File: src/hdl/adsm_pkg.sv
// Shared types and constants for the ADC seven-segment display multiplexer.
// Used by the top level and by its port checker; depends on nothing else.
package adsm_pkg;

  // Number of display digits (thousands, hundreds, tens, units)
  localparam int unsigned DIGITS = 4;
  localparam int unsigned IDX_W  = $clog2(DIGITS);

  // Register widths and reset values
  localparam int unsigned REFRESH_W = 8;
  localparam int unsigned SAMPLE_W  = 16;
  localparam int unsigned SWITCH_W  = 16;
  localparam int unsigned CFG_W     = 16;
  localparam int unsigned CFG_IDX_W = 2;

  localparam logic [REFRESH_W-1:0] REFRESH_RST = 8'd2;
  localparam logic [SAMPLE_W-1:0]  SAMPLE_RST  = 16'd500;
  localparam logic [SWITCH_W-1:0]  SWITCH_RST  = 16'd10;

  // Field widths
  localparam int unsigned VALUE_W = 10;
  localparam int unsigned SEG_W   = 7;
  localparam int unsigned BCD_W   = 4;

  // Stream data widths, padded to whole bytes
  localparam int unsigned IN_DATA_W  = 16;
  localparam int unsigned OUT_DATA_W = 16;

  // Register indexes on the configuration port
  typedef enum logic [CFG_IDX_W-1:0] {
    REG_REFRESH_TICKS  = 2'd0,
    REG_SAMPLE_TICKS   = 2'd1,
    REG_SWITCH_SAMPLES = 2'd2
  } cfg_reg_t;

  // Input kinds carried on in_tuser
  localparam logic CMD_TICK   = 1'b0;
  localparam logic CMD_SAMPLE = 1'b1;

  // Result request, last field in the lowest bits
  typedef struct packed {
    logic [1:0]       pad;
    logic             sample_channel;
    logic             sample_request;
    logic [SEG_W-1:0] segments;
    logic [DIGITS-1:0] digit_enable;
    logic             display_valid;
  } out_item_t;

  // Segment pattern of one BCD digit, bit0 a through bit6 g; 10..15 blank
  function automatic logic [SEG_W-1:0] seg_lut(input logic [BCD_W-1:0] d);
    logic [SEG_W-1:0] s;
    case (d)
      4'd0:    s = 7'h3F;
      4'd1:    s = 7'h06;
      4'd2:    s = 7'h5B;
      4'd3:    s = 7'h4F;
      4'd4:    s = 7'h66;
      4'd5:    s = 7'h6D;
      4'd6:    s = 7'h7D;
      4'd7:    s = 7'h07;
      4'd8:    s = 7'h7F;
      4'd9:    s = 7'h6F;
      default: s = 7'h00;
    endcase
    return s;
  endfunction

endpackage

File: src/hdl/adc_seven_segment_display_mux.sv
// Top level of the ADC seven-segment display multiplexer and sample scheduler.
// Depends on adsm_pkg for widths, register indexes and the segment table.
//
// Usage:
//   in_*  : one request per accepted beat. in_tuser is the kind (0 timer tick,
//           1 ADC sample delivery); in_tdata[9:0] is the sample value.
//   out_* : one request per tick on which a digit refresh or a conversion
//           request happens; quiet ticks and sample deliveries give none.
//   cfg_* : register writes, taken at any edge with cfg_we high outside reset; a new
//           period takes effect at the next reload of its counter.
// Path: a result goes through the input register, then the result register.
// Throughput: one request per cycle unless a held result stalls the input
//   register; the only logic between the two registers is the counter update,
//   the segment lookup and a constant-multiply BCD split of the sample.
// Reset: counters load their reset periods, the digit store clears to zero,
//   the digit index starts at thousands and the channel at 1; both stream
//   stages empty.
// Stall: while out_tready is low a held result keeps its data; the input
//   register still fills once, then in_tready drops until the result is taken.
module adc_seven_segment_display_mux (
  input  logic                                    clk,
  input  logic                                    rst_n,
  // Input stream
  input  logic                                    in_tvalid,
  output logic                                    in_tready,
  input  logic [adsm_pkg::IN_DATA_W-1:0]          in_tdata,  // [9:0] sample_value
  input  logic                                    in_tuser,  // [0] cmd
  // Result stream
  output logic                                    out_tvalid,
  input  logic                                    out_tready,
  // [0] display_valid, [4:1] digit_enable, [11:5] segments,
  // [12] sample_request, [13] sample_channel
  output logic [adsm_pkg::OUT_DATA_W-1:0]         out_tdata,
  // Configuration write port
  input  logic                                    cfg_we,
  input  logic [adsm_pkg::CFG_IDX_W-1:0]          cfg_addr,
  input  logic [adsm_pkg::CFG_W-1:0]              cfg_wdata
);

  // Configuration registers
  logic [adsm_pkg::REFRESH_W-1:0] refresh_ticks_r;
  logic [adsm_pkg::SAMPLE_W-1:0]  sample_ticks_r;
  logic [adsm_pkg::SWITCH_W-1:0]  switch_samples_r;

  // Input register
  logic                           s1_valid_r;
  logic                           s1_cmd_r;
  logic [adsm_pkg::VALUE_W-1:0]   s1_value_r;
  logic                           s1_go;

  // Block state
  logic [adsm_pkg::REFRESH_W-1:0] refresh_count_r, refresh_count_nxt;
  logic [adsm_pkg::SAMPLE_W-1:0]  sample_count_r, sample_count_nxt;
  logic [adsm_pkg::SWITCH_W-1:0]  switch_count_r, switch_count_nxt;
  logic [adsm_pkg::IDX_W-1:0]     digit_index_r, digit_index_nxt;
  logic [adsm_pkg::BCD_W-1:0]     digit_store_r [adsm_pkg::DIGITS];
  logic                           channel_r, channel_nxt;

  // Result register
  logic                           out_valid_r;
  adsm_pkg::out_item_t            out_data_r, out_data_nxt;
  logic                           emit;

  // BCD split of the sample
  logic                           bcd_thou;
  logic [adsm_pkg::VALUE_W-1:0]   bcd_r1;
  logic [15:0]                    bcd_h_prod;
  logic [adsm_pkg::BCD_W-1:0]     bcd_hund;
  logic [6:0]                     bcd_r2;
  logic [14:0]                    bcd_t_prod;
  logic [adsm_pkg::BCD_W-1:0]     bcd_tens;
  logic [adsm_pkg::BCD_W-1:0]     bcd_units;

  // Tick decode
  logic                           refresh_fire;
  logic                           sample_fire;
  logic                           switch_fire;
  logic                           tick;

  // Handshake: stage 1 moves on when the result register is free or emptying
  assign s1_go      = s1_valid_r && (!out_valid_r || out_tready);
  assign in_tready  = !s1_valid_r || s1_go;
  assign out_tvalid = out_valid_r;
  assign out_tdata  = out_data_r;

  // Configuration writes; unknown indexes are dropped
  always_ff @(posedge clk) begin
    if (!rst_n) begin
      refresh_ticks_r  <= adsm_pkg::REFRESH_RST;
      sample_ticks_r   <= adsm_pkg::SAMPLE_RST;
      switch_samples_r <= adsm_pkg::SWITCH_RST;
    end else if (cfg_we) begin
      case (cfg_addr)
        adsm_pkg::REG_REFRESH_TICKS:  refresh_ticks_r  <= cfg_wdata[adsm_pkg::REFRESH_W-1:0];
        adsm_pkg::REG_SAMPLE_TICKS:   sample_ticks_r   <= cfg_wdata[adsm_pkg::SAMPLE_W-1:0];
        adsm_pkg::REG_SWITCH_SAMPLES: switch_samples_r <= cfg_wdata[adsm_pkg::SWITCH_W-1:0];
        default: ;
      endcase
    end
  end

  // Capture the input request
  always_ff @(posedge clk) begin
    if (!rst_n) begin
      s1_valid_r <= 1'b0;
    end else if (in_tready) begin
      s1_valid_r <= in_tvalid;
    end
  end

  always_ff @(posedge clk) begin
    if (in_tready && in_tvalid) begin
      s1_cmd_r   <= in_tuser;
      s1_value_r <= in_tdata[adsm_pkg::VALUE_W-1:0];
    end
  end

  // Split the sample into BCD digits by constant reciprocals
  always_comb begin
    bcd_thou   = (s1_value_r >= 10'd1000);
    bcd_r1     = bcd_thou ? (s1_value_r - 10'd1000) : s1_value_r;
    // x / 100 == (x * 41) >> 12 for x below 1000
    bcd_h_prod = {6'd0, bcd_r1} * 16'd41;
    bcd_hund   = bcd_h_prod[15:12];
    bcd_r2     = 7'(bcd_r1 - 10'({6'd0, bcd_hund} * 10'd100));
    // x / 10 == (x * 205) >> 11 for x below 100
    bcd_t_prod = {8'd0, bcd_r2} * 15'd205;
    bcd_tens   = bcd_t_prod[14:11];
    bcd_units  = 4'(bcd_r2 - 7'({3'd0, bcd_tens} * 7'd10));
  end

  // Count down the refresh and sample counters on a tick, and the channel counter on each sample request
  always_comb begin
    tick              = s1_go && (s1_cmd_r == adsm_pkg::CMD_TICK);
    refresh_fire      = (refresh_count_r <= 8'd1);
    sample_fire       = (sample_count_r <= 16'd1);
    switch_fire       = (switch_count_r <= 16'd1);

    refresh_count_nxt = refresh_fire ? refresh_ticks_r : (refresh_count_r - 8'd1);
    digit_index_nxt   = refresh_fire ? (digit_index_r + 2'd1) : digit_index_r;
    sample_count_nxt  = sample_fire ? sample_ticks_r : (sample_count_r - 16'd1);
    switch_count_nxt  = switch_count_r;
    channel_nxt       = channel_r;
    if (sample_fire) begin
      switch_count_nxt = switch_fire ? switch_samples_r : (switch_count_r - 16'd1);
      channel_nxt      = switch_fire ? !channel_r : channel_r;
    end

    // Build the result request; unused fields stay zero
    out_data_nxt = '0;
    if (refresh_fire) begin
      out_data_nxt.display_valid = 1'b1;
      out_data_nxt.digit_enable  = 4'b1000 >> digit_index_r;
      out_data_nxt.segments      = adsm_pkg::seg_lut(digit_store_r[digit_index_r]);
    end
    if (sample_fire) begin
      out_data_nxt.sample_request = 1'b1;
      out_data_nxt.sample_channel = channel_r;
    end
    emit = tick && (refresh_fire || sample_fire);
  end

  // Advance block state
  always_ff @(posedge clk) begin
    if (!rst_n) begin
      refresh_count_r <= adsm_pkg::REFRESH_RST;
      sample_count_r  <= adsm_pkg::SAMPLE_RST;
      switch_count_r  <= adsm_pkg::SWITCH_RST;
      digit_index_r   <= '0;
      channel_r       <= 1'b1;
    end else if (tick) begin
      refresh_count_r <= refresh_count_nxt;
      sample_count_r  <= sample_count_nxt;
      switch_count_r  <= switch_count_nxt;
      digit_index_r   <= digit_index_nxt;
      channel_r       <= channel_nxt;
    end
  end

  // Store the digits of a delivered sample
  always_ff @(posedge clk) begin
    if (!rst_n) begin
      for (int i = 0; i < adsm_pkg::DIGITS; i++) begin
        digit_store_r[i] <= '0;
      end
    end else if (s1_go && (s1_cmd_r == adsm_pkg::CMD_SAMPLE)) begin
      digit_store_r[0] <= {3'd0, bcd_thou};
      digit_store_r[1] <= bcd_hund;
      digit_store_r[2] <= bcd_tens;
      digit_store_r[3] <= bcd_units;
    end
  end

  // Hold the result until it is taken
  always_ff @(posedge clk) begin
    if (!rst_n) begin
      out_valid_r <= 1'b0;
    end else if (emit) begin
      out_valid_r <= 1'b1;
    end else if (out_tready) begin
      out_valid_r <= 1'b0;
    end
  end

  always_ff @(posedge clk) begin
    if (emit) begin
      out_data_r <= out_data_nxt;
    end
  end

endmodule

File: config.mk
export PLATFORM = sky130hd
export DESIGN_NAME = adc_seven_segment_display_mux
export DESIGN_NICKNAME = d
export VERILOG_FILES = /design/src/hdl/adsm_pkg.sv /design/src/hdl/adc_seven_segment_display_mux.sv
export SDC_FILE = /design/constraint.sdc
export NUM_CORES = 1
export LEC_CHECK = 0
export BUFFER_PORTS_ARGS = -buffer_cell sky130_fd_sc_hd__buf_2
export CAP_MARGIN = 10
export CELL_PAD_IN_SITES_DETAIL_PLACEMENT = 1
export CELL_PAD_IN_SITES_GLOBAL_PLACEMENT = 1
export CORE_MARGIN = 2
export CORE_UTILIZATION = 30
export CTS_CLUSTER_DIAMETER = 150
export DETAILED_ROUTE_END_ITERATION = 8
export PLACE_DENSITY = 0.58
export RECOVER_POWER = 25
export SLEW_MARGIN = 5
export SYNTH_ARGS = -nofsm -noshare
export SYNTH_HDL_FRONTEND = slang
export SYNTH_SLANG_ARGS = --single-unit
File: constraint.sdc
create_clock -name clk -period 10.05 [get_ports clk]
set_input_delay 0 -clock clk [delete_from_list [all_inputs] [get_ports clk]]
set_output_delay 0 -clock clk [all_outputs]
set_load 0.05 [all_outputs]
# Word-level counts from Yosys, hierarchy flattened
# Memories as Yosys holds them, arrays and structs flattened. A register that Yosys moved wholly into a read port is not among the register bits.
# Cells that the tools add are included.
[totals] regBits=103 latchBits=0 ramBits=16 rom_bits=112 in_bits=40 out_inout_bits=18 word_cells=79 n_memories=2
[memory_table] memory="(name not given)" depth=16 width=7 rd=1 rd_clocked_by_memory_dff=1 write_ports=0 line="adsm_pkg.sv:53" text="case (d)"
[memory_table] memory="digit_store_r" depth=4 width=4 rd=1 rd_clocked_by_memory_dff=1 write_ports=4 line="adc_seven_segment_display_mux.sv:56" text="logic [adsm_pkg::BCD_W-1:0] digit_store_r [adsm_pkg::DIGITS];"
[op_classes] add_sub_neg=7 n_mul=4 n_div=0 magnitude_cmp=4 eq_ne=2 n_shift=1 muxes=18 bitwise=5 n_reduce_logical=20
[op_table] op="$le A16 B1 Y1 const B" count=2
[op_table] op="$mux W16" count=2
[op_table] op="$sub A16 B1 Y16 const B" count=2
[op_table] op="$mul A10 B6 Y16 const B" count=1
[op_table] op="$mux W4" count=4
[op_table] op="$mul A7 B8 Y15 const B" count=1
[op_table] op="$ge A10 B10 Y1 const B" count=1
[op_table] op="$mux W10" count=1
[op_table] op="$reduce_and A2 Y1" count=5
[op_table] op="$sub A10 B10 Y10 const B" count=1
[op_table] op="$le A8 B1 Y1 const B" count=1
[op_table] op="$mux W1" count=8
[op_table] op="$mux W8" count=1
[op_table] op="$sub A8 B1 Y8 const B" count=1
[op_table] op="$sub A7 B7 Y7" count=1
[op_table] op="$logic_and A1 B1 Y1" count=5
[op_table] op="$mul A4 B5 Y5 const B" count=1
[op_table] op="$logic_not A1 Y1" count=4
[op_table] op="$mul A4 B3 Y3 const B" count=1
[op_table] op="$mux W2" count=2
[op_table] op="$or A1 B1 Y1" count=4
[op_table] op="$shr A4 B2 Y4 const A" count=1
[op_table] op="$sub A4 B4 Y4" count=1
[op_table] op="$logic_or A1 B1 Y1" count=3
[op_table] op="7 further kinds" count=7

# Depth between registers and ports, before layout
[logic_depth] ltp_word=9 mapped_depth=43

# Least setup slack after synthesis
# OpenSTA, ideal clock, no wires.
[synth_path] path_type="register -> register" from="register s1_value_r[9] (netlist name)" to="memory digit_store_r[3][3] (netlist name), data pin" t_arrival_ps=9048 required_ps=9792 path_slack_ps=744 stages_incl_launch_ff=43 path_buffers=0 synth_period_minus_slack_ps=9306 path_cell_list="edfxtp_1 -> nand4_1 -> or2_2 -> nor2_1 -> nor2b_1 -> ha_1 -> inv_1 -> fa_1 -> inv_1 -> ha_1 -> ha_1 -> nand2_1 -> a2111oi_1 -> nor3_2 -> a211oi_1 -> nor3_1 -> or2_2 -> ha_1 -> [7 not listed] -> fa_1 -> inv_1 -> fa_1 -> inv_1 -> ha_1 -> a21o_1 -> o311a_1 -> o21ai_0 -> nand2_1 -> xor2_1 -> ha_1 -> fa_1 -> xnor2_1 -> nor2_1 -> a32oi_1 -> and4_1 -> a21o_1 -> mux2i_1"
[synth_rtl] item="start: declaration" line="adc_seven_segment_display_mux.sv:48" text="logic [adsm_pkg::VALUE_W-1:0] s1_value_r;"
[synth_rtl] item="start signal: assignment" line="adc_seven_segment_display_mux.sv:114" text="s1_value_r <= in_tdata[adsm_pkg::VALUE_W-1:0];"
[synth_rtl] item="end: declaration" line="adc_seven_segment_display_mux.sv:56"

==> results.py <==
metrics = {
    "status": {
        "run_status": "complete, no violations",
    },
    "clocking": {
        "clk-insertion-delay-late_ns": 0.42,
        "cts_buffer_depth": 2,
        "clock_tree.root_cell": "clkbuf_16",
        "cts_made_buffers": 17,
        "clkSlewWorstSetupHoldPaths_ns": 0.06,
        "cts_sinks": 125,
        "tritoncts": "yes",
        "htree_levels": 4,
    },
    "routing": {
        "routed_wl_um": 20400,
        "per_cell_routed_wire_length_um": 15.8,
        "drt_iter0_markers": 265,
        "routed-via-count": 6292,
        "vias_per_cell": 4.89,
        "drt-pass1-iter-count": 4,
        "drc": 0,
        "ant_nets": 0,
    },
    "worst_setup_path": {
        "path_class": "reg2reg",
        "critical-path-top-delay-family": "adder cells",
        "end_kind": "flop",
        "r2r_slack_ns": 0.57,
        "critPathSlowestCell": "fa_1",
        "most_prevalent_standard_cell_on_the_critical_path": "ha_1",
        "crit_required_ns": 10.22,
        "arrival_ns": 9.65,
        "worst-path-buf-inv": 5,
        "critical-path-max-stage-delay_ns": 0.53,
        "path_max_fanout": 8,
        "crit_path_start_kind": "flop",
    },
    "floorplan": {
        "core_area_um2": 25300,
        "die-width_um": 165,
        "die_height_um": 165,
        "initial_core_util_pct": 30.7,
        "io_pins": 58,
        "row_count": 58,
        "design.die.area_um2": 27300,
    },
    "sta": {
        "hold_violations_final": 0,
        "worst_hold_slack_ns": 0.0543,
        "finalSetupViolCount": 0,
        "post-route-min-period_ns": 9.48,
        "worst-slew-pin-transition_ns": 0.896,
        "final-max-slew-violation-count": 0,
        "slew_headroom_pct": 40.2,
        "maxClockFrequency_mhz": 105,
        "final.setup_skew_ns": 0.00895,
        "final_min_period_over_clock_period_pct": 94.4,
    },
    "logic_synthesis": {
        "post-synth-top-area-cell": "dfxtp_1",
        "synthesis.yosys.warnings": 0,
        "seq_area_frac_synth_pct": 37.0,
        "synth_top_cells_by_area": "dfxtp_1, edfxtp_1, ha_1",
        "synthArstFlopShare_pct": 0,
        "synth_area_um2": 7790,
        "post_synth_edffs": 38,
        "post_synth_inst_count": 863,
        "synth.top_cell.area_share_pct": 22.4,
        "ys_dominant_reg_cell": "dfxtp_1",
        "synth.distinct_cells": 75,
        "synth.avg_cell_area_um2": 9.02,
        "ys_seq_elements": 125,
    },
    "layout": {
        "post_layout_nonfiller_instances": 1288,
        "proportion_of_layout_cells_with_a_drive_suffix_above_1_pct": 14.2,
        "num-nets-final": 1084,
        "antenna_cells_inserted": 0,
        "synthesis_to_layout_area_growth_pct": 21.0,
    },
    "global_route": {
        "first_global_vias": 6237,
        "initial_antenna_violation_count": 0,
        "grt_first_pass_wirelength_um": 32900,
        "gr-total-overflow": 0,
        "globalRouteTotalUtil_pct": 15.6,
        "grt_max_degree": 47,
    },
    "place": {
        "port-buffer-count": 49,
        "placed_wire_length_estimate_after_detailed_placement_um": 14600,
        "gp_routability_congestion": 0.757,
        "numPlacedInstances": 1221,
    },
    "hold_path": {
        "timing.hold.worst.class": "in2reg",
    },
    "flow_run": {
        "cap_violations": 0,
    },
}
## worst paths after layout
| kind | from | end | cells past startpoint |
|---|---|---|---|
| max | s1_value_r[3] | digit_store_r[3][3] | 41 |
| min | rst_n | channel_r | 2 |
| max reg2reg | s1_value_r[3] | digit_store_r[3][3] | 41 |
| min reg2reg | switch_samples_r[2] | switch_samples_r[2] | 2 |
## timing repair
| action | 4_1_cts | 5_1_grt |
|---|---|---|
| hold endpoints to repair | 53 | 0 |
| endpoints found under the setup margin | 1 | 1 |
| gates cloned | 0 | 0 |
| hold buffers | 29 | 0 |
| pin swaps | 0 | 18 |
| resized for setup | 1 | 31 |
| buffers inserted | 0 | 6 |
## synthesized netlist by cell type (all sizes together), types with 3 or more instances
library cell	n
a211oi	7
nor3b	8
and4	3
nor2	62
nor3	32
nor2b	10
a31oi	5
a21o	12
mux2i	13
fa	14
nand3b	5
o21ai	42
or2	4
nor4	6
inv	61
xnor2	12
edfxtp	38
mux2	3
dfxtp	87
nand2b	3
ha	85
nand3	28
nand2	116
o41ai	4
a22oi	3
clkbuf	26
and2	19
or3	3
nand4	10
buf	8
and3	4
xor2	5
o21a	8
or4	7
o211ai	11
a21oi	75
## layout make-up
class | instances | area, um2
clock inverter | 12 | 138
multi-input combinational | 644 | 4660
clock buffer | 20 | 447
timing repair buffer | 96 | 648
tap | 330 | 413
inverter | 61 | 229
fill | 2887 | 15900
sequential | 125 | 2880
## kinds of logic (layout without fill, tap and decap cells)
logic type / Yosys count / in the layout / share of synthesized area [%]
DFF: 125 / 125 / 37.0
muxes: 17 / 17 / 2.39
and+or+nand+nor: 323 / 323 / 21.1
xor gates and xnor gates: 18 / 18 / 2.20
other: 1 / 2 / 0.0482
adders and majority gates: 99 / 99 / 17.3
AOI/OAI and AO/OA: 185 / 185 / 14.9
buffers and inverters: 95 / 189 / 5.08
## routing by layer
layer,vias to the layer above,global-route usage [%],share of wire [%]
met5,-,0,0
met4,0,3.68,0.77
met3,9,3.02,2.5
met2,59,25.0,46
met1,3017,21.6,51
li1,3207,-,-
## sequential cells by signal (all words and copies together), names as in the netlist, named ones only
name	cells
switch_samples_r	16
sample_count_r	16
refresh_ticks_r	8
s1_valid_r	1
switch_count_r	16
digit_index_r	2
out_tvalid	1
refresh_count_r	8
sample_ticks_r	16
s1_value_r	10
digit_store_r	13
s1_cmd_r	1
channel_r	1
out_tdata	14
## layout by cell type (no fill, tap or decap), types with 4 or more instances in the layout
master	count
xnor2_1	11
dlygate4sd3_1	29
o21ai_2	4
clkinv_4	4
nand4_1	10
and2_1	19
a211oi_1	4
nor2_2	4
buf_2	34
o21ai_1	5
inv_1	58
xor2_1	5
nor2_1	57
nand3b_1	5
o211ai_1	10
and3_1	4
ha_1	80
nor3b_1	7
o21ai_0	33
o21a_1	8
mux2i_1	13
edfxtp_1	38
buf_4	17
or4_1	4
a31oi_1	5
nor2b_1	9
fa_1	12
nor3_1	27
dfxtp_1	87
nand3_1	27
nand2_1	115
a21o_1	12
a21oi_1	73
clkbuf_16	17
clkbuf_1	18
## through the flow
step           cell area, um2  setup TNS, ns  utilization (%)  worst slack [ns]
6_report                 9420              0             37.2             0.566
4_1_cts                  9260              0             36.5            0.0281
2_1_floorplan            7790              0                -             0.744
3_3_place_gp             8370              0             33.1             0.244
3_5_place_dp             8370              0             33.1            0.0468
5_1_grt                  9420        -0.0308             37.2           -0.0308
Power is not shown: default switching activity piles up to over one toggle a cycle in this logic, so the estimate is an artifact.
